<file path="config.mk">
export PLATFORM = sky130hd
export DESIGN_NAME = pager_idle_keepalive_table_flat
export DESIGN_NICKNAME = d
export VERILOG_FILES = /design/src/rtl/core/pikt_pkg.sv /design/src/rtl/core/pikt_in_if.sv /design/src/rtl/core/pikt_out_if.sv /design/src/rtl/core/pikt_cell.sv /design/src/rtl/core/pikt_alu.sv /design/src/rtl/core/pager_idle_keepalive_table.sv /design/src/flat_wrapper.sv
export SDC_FILE = /design/constraint.sdc
export NUM_CORES = 1
export LEC_CHECK = 0
export BUFFER_PORTS_ARGS = -buffer_cell sky130_fd_sc_hd__buf_4
export CELL_PAD_IN_SITES_DETAIL_PLACEMENT = 0
export CELL_PAD_IN_SITES_GLOBAL_PLACEMENT = 1
export CORE_MARGIN = 4
export CORE_UTILIZATION = 54
export CTS_CLUSTER_SIZE = 8
export DETAILED_ROUTE_END_ITERATION = 7
export PLACE_DENSITY = 0.74
export SYNTH_ARGS = -nofsm -noshare
export SYNTH_HDL_FRONTEND = slang
export SYNTH_SLANG_ARGS = --single-unit
</file>
<file path="constraint.sdc">
create_clock -name clk -period 30.1 [get_ports clk]
set_input_delay 4.515 -clock clk [delete_from_list [all_inputs] [get_ports clk]]
set_output_delay 4.515 -clock clk [all_outputs]
set_load 0.02 [all_outputs]
</file>
<file path="src/rtl/core/pikt_pkg.sv">
// shared types, constants and helpers for the pager keep-alive table
package pikt_pkg;

    localparam int TABLE_DEPTH = 16;
    localparam int IDX_W       = (TABLE_DEPTH > 1) ? $clog2(TABLE_DEPTH) : 1;

    localparam int FUNC_W   = 3;
    localparam int FREQ_W   = 32;
    localparam int KEY_W    = 16;
    localparam int CD_W     = 8;
    localparam int STATUS_W = 3;
    localparam int CFG_IDX_W  = 2;
    localparam int CFG_DATA_W = 32;

    localparam logic [FUNC_W-1:0] FN_INS_FLEX   = 3'd0;
    localparam logic [FUNC_W-1:0] FN_INS_POCSAG = 3'd1;
    localparam logic [FUNC_W-1:0] FN_ACTIVITY   = 3'd2;
    localparam logic [FUNC_W-1:0] FN_TICK       = 3'd3;
    localparam logic [FUNC_W-1:0] FN_QRY_FLEX   = 3'd4;
    localparam logic [FUNC_W-1:0] FN_QRY_POCSAG = 3'd5;
    localparam logic [FUNC_W-1:0] FN_NOP        = 3'd6;

    localparam logic [STATUS_W-1:0] STAT_OK     = 3'd0;
    localparam logic [STATUS_W-1:0] STAT_DUP    = 3'd1;
    localparam logic [STATUS_W-1:0] STAT_SYNCED = 3'd2;
    localparam logic [STATUS_W-1:0] STAT_FULL   = 3'd3;
    localparam logic [STATUS_W-1:0] STAT_NONE   = 3'd4;

    localparam logic [CFG_IDX_W-1:0] CFG_COLLAPSE    = 2'd0;
    localparam logic [CFG_IDX_W-1:0] CFG_SYNCED_MODE = 2'd1;
    localparam logic [CFG_IDX_W-1:0] CFG_SYNCED_FREQ = 2'd2;

    localparam logic [CD_W-1:0]  FLEX_RELOAD   = 8'd127;
    localparam logic [CD_W-1:0]  POCSAG_RELOAD = 8'd128;
    localparam logic [KEY_W-1:0] KEY_SPLIT     = 16'd500;

    typedef enum logic [1:0] {
        S_IDLE,
        S_SCAN,
        S_DONE
    } state_t;

    typedef struct packed {
        logic              valid;
        logic [KEY_W-1:0]  key;
        logic [FREQ_W-1:0] freq;
        logic [CD_W-1:0]   cd;
    } entry_t;

    typedef struct packed {
        logic dup;
        logic placed;
        logic found;
    } scan_t;

    function automatic logic [7:0] low_mask(input logic [2:0] collapse);
        return (8'd1 << collapse) - 8'd1;
    endfunction

endpackage

</file>
<file path="src/rtl/core/pikt_in_if.sv">
// request channel: valid/ready with func, freq and key
interface pikt_in_if;
    logic                        valid;
    logic                        ready;
    logic [pikt_pkg::FUNC_W-1:0] func;
    logic [pikt_pkg::FREQ_W-1:0] freq;
    logic [pikt_pkg::KEY_W-1:0]  key;

    modport source (output valid, output func, output freq, output key, input ready);
    modport sink   (input valid, input func, input freq, input key, output ready);
endinterface

</file>
<file path="src/rtl/core/pikt_out_if.sv">
// result channel: valid/ready with status, found_freq and found_key
interface pikt_out_if;
    logic                          valid;
    logic                          ready;
    logic [pikt_pkg::STATUS_W-1:0] status;
    logic [pikt_pkg::FREQ_W-1:0]   found_freq;
    logic [pikt_pkg::KEY_W-1:0]    found_key;

    modport source (output valid, output status, output found_freq, output found_key,
                    input ready);
    modport sink   (input valid, input status, input found_freq, input found_key,
                    output ready);
endinterface

</file>
<file path="src/rtl/core/pikt_cell.sv">
// one table entry of the rotating ring
module pikt_cell (
    input  logic             clk,
    input  logic             rst_n,
    input  logic             shift,
    input  pikt_pkg::entry_t d,
    output pikt_pkg::entry_t q
);
    import pikt_pkg::*;

    logic             valid_reg;
    logic [KEY_W-1:0]  key_reg;
    logic [FREQ_W-1:0] freq_reg;
    logic [CD_W-1:0]   cd_reg;

    always_ff @(posedge clk or negedge rst_n)
    begin
        if (!rst_n)
        begin
            valid_reg <= 1'b0;
        end
        else if (shift)
        begin
            valid_reg <= d.valid;
        end
    end

    always_ff @(posedge clk)
    begin
        if (shift)
        begin
            key_reg  <= d.key;
            freq_reg <= d.freq;
            cd_reg   <= d.cd;
        end
    end

    assign q.valid = valid_reg;
    assign q.key   = key_reg;
    assign q.freq  = freq_reg;
    assign q.cd    = cd_reg;

endmodule

</file>
<file path="src/rtl/core/pikt_alu.sv">
// per-entry update and match logic at the head of the ring
module pikt_alu (
    input  logic [pikt_pkg::FUNC_W-1:0] op,
    input  logic [pikt_pkg::FREQ_W-1:0] freq,
    input  logic [pikt_pkg::KEY_W-1:0]  key,
    input  logic [7:0]                  mask,
    input  pikt_pkg::entry_t            head,
    input  pikt_pkg::scan_t             flags_in,
    output pikt_pkg::entry_t            tail,
    output pikt_pkg::scan_t             flags_out
);
    import pikt_pkg::*;

    logic same_freq;
    logic same_key;
    logic pocsag_key;
    logic flex_key;
    logic low_match;
    logic expired;

    assign same_freq  = (head.freq == freq);
    assign same_key   = (head.key == key);
    assign pocsag_key = (head.key > KEY_SPLIT);
    assign flex_key   = (head.key < KEY_SPLIT);
    assign low_match  = ((key[7:0] & mask) == (head.key[7:0] & mask));
    assign expired    = head.valid && (head.cd == '0);

    always_comb
    begin
        tail      = head;
        flags_out = flags_in;
        case (op)
            FN_INS_FLEX, FN_INS_POCSAG:
            begin
                if (head.valid && same_key && same_freq)
                begin
                    flags_out.dup = 1'b1;
                end
                else if (!head.valid && !flags_in.dup && !flags_in.placed)
                begin
                    tail.valid       = 1'b1;
                    tail.key         = key;
                    tail.freq        = freq;
                    tail.cd          = (op == FN_INS_FLEX) ? FLEX_RELOAD : POCSAG_RELOAD;
                    flags_out.placed = 1'b1;
                end
            end
            FN_ACTIVITY:
            begin
                if (head.valid && same_freq)
                begin
                    if (pocsag_key)
                    begin
                        if (same_key)
                        begin
                            tail.cd = POCSAG_RELOAD;
                        end
                    end
                    else if (low_match)
                    begin
                        tail.cd = FLEX_RELOAD;
                    end
                end
            end
            FN_TICK:
            begin
                if (head.valid && (head.cd != '0))
                begin
                    tail.cd = head.cd - 8'd1;
                end
            end
            FN_QRY_FLEX:
            begin
                if (expired && flex_key && low_match)
                begin
                    flags_out.found = 1'b1;
                end
            end
            FN_QRY_POCSAG:
            begin
                if (expired && pocsag_key)
                begin
                    flags_out.found = 1'b1;
                end
            end
            default:
            begin
            end
        endcase
    end

endmodule

</file>
<file path="src/rtl/core/pager_idle_keepalive_table.sv">
// top level: request capture, ring of entry cells, head update and result register
// a request is accepted in idle; the scan state then rotates the ring one entry per
//   cycle through the head update logic for one full pass, and the done state loads
//   the result register once the output is free; only then is a new request taken
// reset: table empty, configuration registers zero, no result pending
module pager_idle_keepalive_table (
    input  logic                              clk,
    input  logic                              rst_n,
    pikt_in_if.sink                           in_ch,
    pikt_out_if.source                        out_ch,
    input  logic                              cfg_we,
    input  logic [pikt_pkg::CFG_IDX_W-1:0]    cfg_index,
    input  logic [pikt_pkg::CFG_DATA_W-1:0]   cfg_data
);
    import pikt_pkg::*;

    state_t state_reg, state_next;

    logic [2:0]        collapse_reg;
    logic              synced_mode_reg;
    logic [FREQ_W-1:0] synced_freq_reg;

    logic [FUNC_W-1:0] op_reg;
    logic [FREQ_W-1:0] freq_reg;
    logic [KEY_W-1:0]  key_reg;
    logic              skip_reg;
    logic [IDX_W-1:0]  cnt_reg;
    scan_t             scan_reg;
    logic [FREQ_W-1:0] hit_freq_reg;
    logic [KEY_W-1:0]  hit_key_reg;

    logic                out_valid_reg;
    logic [STATUS_W-1:0] out_status_reg;
    logic [FREQ_W-1:0]   out_freq_reg;
    logic [KEY_W-1:0]    out_key_reg;

    logic in_ready;
    logic shift;
    logic load_out;
    logic accept;
    logic last_step;
    logic out_free;

    logic [FUNC_W-1:0]   op_eff;
    logic [7:0]          mask;
    entry_t              ring_q [TABLE_DEPTH];
    entry_t              alu_tail;
    scan_t               scan_next;
    logic [STATUS_W-1:0] final_status;

    assign accept    = in_ch.valid && in_ready;
    assign last_step = (cnt_reg == IDX_W'(TABLE_DEPTH - 1));
    assign out_free  = !out_valid_reg || out_ch.ready;
    assign op_eff    = skip_reg ? FN_NOP : op_reg;
    assign mask      = low_mask(collapse_reg);

    // ring of cells, head feeds the update logic, update logic feeds the tail
    genvar gi;
    generate
        for (gi = 0; gi < TABLE_DEPTH; gi++)
        begin : g_ring
            entry_t cell_d;
            if (gi == TABLE_DEPTH - 1)
            begin : g_tail
                assign cell_d = alu_tail;
            end
            else
            begin : g_link
                assign cell_d = ring_q[gi + 1];
            end
            pikt_cell u_cell (
                .clk   (clk),
                .rst_n (rst_n),
                .shift (shift),
                .d     (cell_d),
                .q     (ring_q[gi])
            );
        end
    endgenerate

    pikt_alu u_alu (
        .op        (op_eff),
        .freq      (freq_reg),
        .key       (key_reg),
        .mask      (mask),
        .head      (ring_q[0]),
        .flags_in  (scan_reg),
        .tail      (alu_tail),
        .flags_out (scan_next)
    );

    // next state
    always_comb
    begin
        state_next = state_reg;
        case (state_reg)
            S_IDLE:
            begin
                if (in_ch.valid)
                begin
                    state_next = S_SCAN;
                end
            end
            S_SCAN:
            begin
                if (last_step)
                begin
                    state_next = S_DONE;
                end
            end
            S_DONE:
            begin
                if (out_free)
                begin
                    state_next = S_IDLE;
                end
            end
            default:
            begin
                state_next = S_IDLE;
            end
        endcase
    end

    // state outputs
    always_comb
    begin
        in_ready = 1'b0;
        shift    = 1'b0;
        load_out = 1'b0;
        case (state_reg)
            S_IDLE:
            begin
                in_ready = 1'b1;
            end
            S_SCAN:
            begin
                shift = 1'b1;
            end
            S_DONE:
            begin
                load_out = out_free;
            end
            default:
            begin
            end
        endcase
    end

    always_ff @(posedge clk or negedge rst_n)
    begin
        if (!rst_n)
        begin
            state_reg <= S_IDLE;
        end
        else
        begin
            state_reg <= state_next;
        end
    end

    // configuration registers
    always_ff @(posedge clk or negedge rst_n)
    begin
        if (!rst_n)
        begin
            collapse_reg    <= '0;
            synced_mode_reg <= 1'b0;
            synced_freq_reg <= '0;
        end
        else if (cfg_we)
        begin
            case (cfg_index)
                CFG_COLLAPSE:    collapse_reg    <= cfg_data[2:0];
                CFG_SYNCED_MODE: synced_mode_reg <= cfg_data[0];
                CFG_SYNCED_FREQ: synced_freq_reg <= cfg_data[FREQ_W-1:0];
                default:
                begin
                end
            endcase
        end
    end

    // request capture and scan bookkeeping
    always_ff @(posedge clk or negedge rst_n)
    begin
        if (!rst_n)
        begin
            cnt_reg  <= '0;
            scan_reg <= '0;
            skip_reg <= 1'b0;
            op_reg   <= FN_NOP;
        end
        else if (accept)
        begin
            cnt_reg  <= '0;
            scan_reg <= '0;
            op_reg   <= in_ch.func;
            skip_reg <= (in_ch.func == FN_INS_FLEX) && synced_mode_reg
                        && (in_ch.freq == synced_freq_reg);
        end
        else if (shift)
        begin
            cnt_reg  <= cnt_reg + IDX_W'(1);
            scan_reg <= scan_next;
        end
    end

    always_ff @(posedge clk)
    begin
        if (accept)
        begin
            freq_reg     <= in_ch.freq;
            key_reg      <= in_ch.key;
            hit_freq_reg <= '0;
            hit_key_reg  <= '0;
        end
        else if (shift && scan_next.found && !scan_reg.found)
        begin
            hit_freq_reg <= ring_q[0].freq;
            hit_key_reg  <= ring_q[0].key;
        end
    end

    always_comb
    begin
        case (op_reg)
            FN_INS_FLEX, FN_INS_POCSAG:
            begin
                if (skip_reg)
                begin
                    final_status = STAT_SYNCED;
                end
                else if (scan_reg.dup)
                begin
                    final_status = STAT_DUP;
                end
                else if (scan_reg.placed)
                begin
                    final_status = STAT_OK;
                end
                else
                begin
                    final_status = STAT_FULL;
                end
            end
            FN_QRY_FLEX, FN_QRY_POCSAG:
            begin
                final_status = scan_reg.found ? STAT_OK : STAT_NONE;
            end
            default:
            begin
                final_status = STAT_OK;
            end
        endcase
    end

    // result register
    always_ff @(posedge clk or negedge rst_n)
    begin
        if (!rst_n)
        begin
            out_valid_reg <= 1'b0;
        end
        else if (load_out)
        begin
            out_valid_reg <= 1'b1;
        end
        else if (out_ch.ready)
        begin
            out_valid_reg <= 1'b0;
        end
    end

    always_ff @(posedge clk)
    begin
        if (load_out)
        begin
            out_status_reg <= final_status;
            out_freq_reg   <= hit_freq_reg;
            out_key_reg    <= hit_key_reg;
        end
    end

    assign in_ch.ready       = in_ready;
    assign out_ch.valid      = out_valid_reg;
    assign out_ch.status     = out_status_reg;
    assign out_ch.found_freq = out_freq_reg;
    assign out_ch.found_key  = out_key_reg;

endmodule
</file>
<file path="src/flat_wrapper.sv">
// flat-port wrapper written by rule: the top's interface ports become plain ports
module pager_idle_keepalive_table_flat import pikt_pkg::*;
  (clk, rst_n, cfg_we, cfg_index, cfg_data, in_ch_valid, in_ch_func, in_ch_freq, in_ch_key, in_ch_ready, out_ch_valid, out_ch_status, out_ch_found_freq, out_ch_found_key, out_ch_ready);
  pikt_in_if in_ch_i ();
  pikt_out_if out_ch_i ();
  input  logic clk;
  input  logic rst_n;
  input  logic cfg_we;
  input  logic [pikt_pkg::CFG_IDX_W-1:0] cfg_index;
  input  logic [pikt_pkg::CFG_DATA_W-1:0] cfg_data;
  input wire logic [$bits(in_ch_i.valid)-1:0] in_ch_valid;
  input wire logic [$bits(in_ch_i.func)-1:0] in_ch_func;
  input wire logic [$bits(in_ch_i.freq)-1:0] in_ch_freq;
  input wire logic [$bits(in_ch_i.key)-1:0] in_ch_key;
  output wire logic [$bits(in_ch_i.ready)-1:0] in_ch_ready;
  output wire logic [$bits(out_ch_i.valid)-1:0] out_ch_valid;
  output wire logic [$bits(out_ch_i.status)-1:0] out_ch_status;
  output wire logic [$bits(out_ch_i.found_freq)-1:0] out_ch_found_freq;
  output wire logic [$bits(out_ch_i.found_key)-1:0] out_ch_found_key;
  input wire logic [$bits(out_ch_i.ready)-1:0] out_ch_ready;
  assign in_ch_i.valid = in_ch_valid;
  assign in_ch_i.func = in_ch_func;
  assign in_ch_i.freq = in_ch_freq;
  assign in_ch_i.key = in_ch_key;
  assign in_ch_ready = in_ch_i.ready;
  assign out_ch_valid = out_ch_i.valid;
  assign out_ch_status = out_ch_i.status;
  assign out_ch_found_freq = out_ch_i.found_freq;
  assign out_ch_found_key = out_ch_i.found_key;
  assign out_ch_i.ready = out_ch_ready;
  pager_idle_keepalive_table u_core (.clk(clk), .rst_n(rst_n), .in_ch(in_ch_i), .out_ch(out_ch_i), .cfg_we(cfg_we), .cfg_index(cfg_index), .cfg_data(cfg_data));
endmodule
</file>
==> results_dict.tcl <==
set metrics [dict create \
    status "completed" \
    first_pass_iters 7 \
    switchingPower_uw 1223 \
    grt_pass1_wl_mm 93.93 \
    grt_pass1_vias 16000 \
    drive_gt1_share_pct 20.53 \
    wire_per_inst_um 21.13 \
    place_hpwl_mm 34.96 \
    fill_cells 4375 \
    ys_seq_area_share_pct 89.15 \
    fin_util_pct 65.11 \
    avgSynthCellArea_um2 21.85 \
    cellLeakagePower_uw 0.01559 \
    initial_core_util_pct 54.95 \
    critPathKind "flop to flop" \
    final_cell_mix "edfxtp_1 (995), clkbuf_16 (158), buf_4 (154), clkbuf_1 (100), mux2_2 (82)" \
    cts_resized 0 \
    synth_warnings 0 \
    fmax_ghz 0.1624 \
    cts.clk_slew.worst_paths_ps 50 \
    p_comb_share_pct 9.4 \
    setup_violations 0 \
    worst_slew_pin_slew_ps 1466 \
    slew_headroom_pct 2.295 \
    area_delta_synth_final_pct 18.50 \
    grtUsageMet1_pct 26.67 \
    hold-path-endpoint "u_core.g_ring[4].u_cell.cd_reg[3]" \
    post-route-period-util_pct 20.45 \
    worstReg2RegEnd "u_core.g_ring[12].u_cell.freq_reg[21]" \
    layout_min_cycle_time_ps 6156 \
    finalHoldViolCount 0 \
    synth_edf_count 995 \
    mostFrequentLayoutCell "edfxtp_1" \
    p_sw_share_pct 24.33 \
    rsz0062_at_grt "no" \
    async_flop_share_pct 5.951 \
    setup.worst_path.end_class "flop" \
    ant_nets 0 \
    cts-root-buf "clkbuf_16" \
    htreeDepth 4 \
    synthCells 1668 \
    clockBufferDepth 3 \
    maxSlewViolCount 0 \
    powerDensity_nw_per_um2 116.4 \
    insertion_delay_ps 710 \
    start_kind "flop" \
    drc 0 \
    synth_top_area_share_pct 81.98 \
    use_met2_pct 24.84 \
    cp_max_fo 230 \
    synth.distinct_cells 57 \
    via_per_inst 5.351 \
    grt_max_degree 231 \
    peakVddDrop_v 0.00008073 \
    grt-busiest-layer "met1" \
    ioPinCount 143 \
    finClkSkew_ps 43.47 \
    vias 15700 \
    ff2ff_path_depth 7 \
    die_w_um 267.8 \
    p_int_uw 3804 \
    initialDrtViolationCount 1532 \
    cts_tree "yes" \
    synth_area_leaders "edfxtp_1 (82%), dfrtp_1 (4.4%), dfxtp_1 (2.6%)" \
    hold_path.class "flop to flop" \
    largest_reg_flops 512 \
    portBuffers 142 \
    crit_required_ps 30420 \
    cts_setup_buffers 0 \
    tns_ps 0 \
    cts_made_buffers 156 \
    syn-num-nets 1762 \
    rows 94 \
    grt-ovfl-total 0 \
    worst_hold_path.num_cells 0 \
    ys_ff_latch 1109 \
    clock_sinks 1109 \
    synth_top_area_cell "edfxtp_1" \
    ys.flop_type "edfxtp_1" \
    grtUsageTotal_pct 17.47 \
    antenna_found_initial 5 \
    rr_startpoint "u_core.state_reg[1]" \
    dieArea_um2 71720 \
    die_y_um 267.8 \
    cap_violations 0 \
    syn_area_um2 36450 \
    core_um2 66330 \
    min_from "u_core.g_ring[5].u_cell.cd_reg[3]" \
    wl_mm 62.01 \
    gp_congestion 0.8070 \
    arrival_ps 6480 \
    pwr-share-seq_pct 58.7 \
    fin_nets 2045 \
    power_frac_clock_pct 31.9 \
    r2r_slack_ps 23940 \
    met3_usage_pct 4.166 \
    cts_hold_buf 0 \
]
synth_stat cells (5+ instances only):
library cell  count
mux2_2           82
clkbuf_1         19
or3_1             6
xor2_1           26
nand2b_1          6
dfxtp_1          48
inv_1             8
nor3b_1           5
o21ai_0          22
nor4_1           12
dfrtp_1          64
xnor2_1          56
nand3_1           6
nor2_1           66
a21oi_1          17
nand4_1          17
buf_1             5
nor3_1           14
mux2i_1          48
and3_1            5
nand2_1          80
edfxtp_1        995
power groups by stage:
stage          combinational [µW]  sequential, µW  clock, µW
2_1_floorplan                 337            3290          0
3_3_place_gp                  460            2920          0
3_5_place_dp                  476            2960          0
4_1_cts                       479            2960       1640
5_1_grt                       518            3020       1720
6_report                      470            2950       1600
per-layer routing:
metal  part of all wire (%)  vias to the layer above  wire (µm)
met3                    6.0                      113       3709
met1                     47                     8032      28970
met2                     45                      485      27750
li1                       -                     7067          -
met4                    2.5                        2       1563
met5                  0.021                        -         13
worst max path at each step:
stage | from | endpoint | slack, ps | cells after the start
global placement | in_ch_valid | u_core.freq_reg[17] | 23460 | 4
finish | u_core.state_reg[1] | u_core.g_ring[12].u_cell.freq_reg[21] | 23940 | 7
CTS | u_core.state_reg[1] | u_core.g_ring[15].u_cell.freq_reg[12] | 23990 | 7
floorplan | u_core.state_reg[1] | u_core.g_ring[0].u_cell.cd_reg[0] | 3420 | 4
global route | u_core.state_reg[1] | u_core.g_ring[4].u_cell.freq_reg[21] | 23530 | 7
detailed placement | in_ch_valid | u_core.freq_reg[17] | 23440 | 4
worst max-delay path: stages (launching register included):
cell	delay (ps)
dfrtp_1	430
nand2b_1	170
buf_4	220
inv_8	630
buf_12	650
buf_4	960
buf_4	1060
buf_4	930
cell families (layout without fill, tap and decap cells):
logic type,count (synthesis),count (layout),synth area share [%]
AND/OR/NAND/NOR,240,240,3.248
XOR/XNOR,82,82,1.970
adder cells (fa/ha/maj),4,4,0.1373
multiplexers,130,130,3.852
AO/OA/AOI/OAI,64,64,1.133
flip-flops,1109,1109,89.15
buffers and inverters,39,436,0.5080
other,0,5,0
per-stage QoR:
stage / hold slack (ps) / cells / setup WS, ps / instance area, µm² / power, µW
after floorplan: 400.3 / 1668 / 3422 / 36450 / 3627
after global placement: 400.4 / 2657 / 23460 / 38580 / 3384
after detailed placement: 404.5 / 2657 / 23440 / 38580 / 3437
after CTS: 396.4 / 2929 / 23990 / 43180 / 5080
after global routing: 405.2 / 2931 / 23530 / 43180 / 5254
final: 387.7 / 2934 / 23940 / 43190 / 5026
cell type report:
| class | instances | area [µm²] | area share (%) |
|---|---|---|---|
| Antenna cell | 5 | 12.51 | 0.02897 |
| Clock buffer | 258 | 4329 | 10.02 |
| Clock inverter | 14 | 264.0 | 0.6113 |
| Inverter | 9 | 43.79 | 0.1014 |
| Multi-Input combinational cell | 520 | 3790 | 8.775 |
| Sequential cell | 1109 | 32490 | 75.23 |
| Tap cell | 864 | 1081 | 2.503 |
| Timing Repair Buffer | 155 | 1176 | 2.723 |
Power figures use the tool's default switching activity.
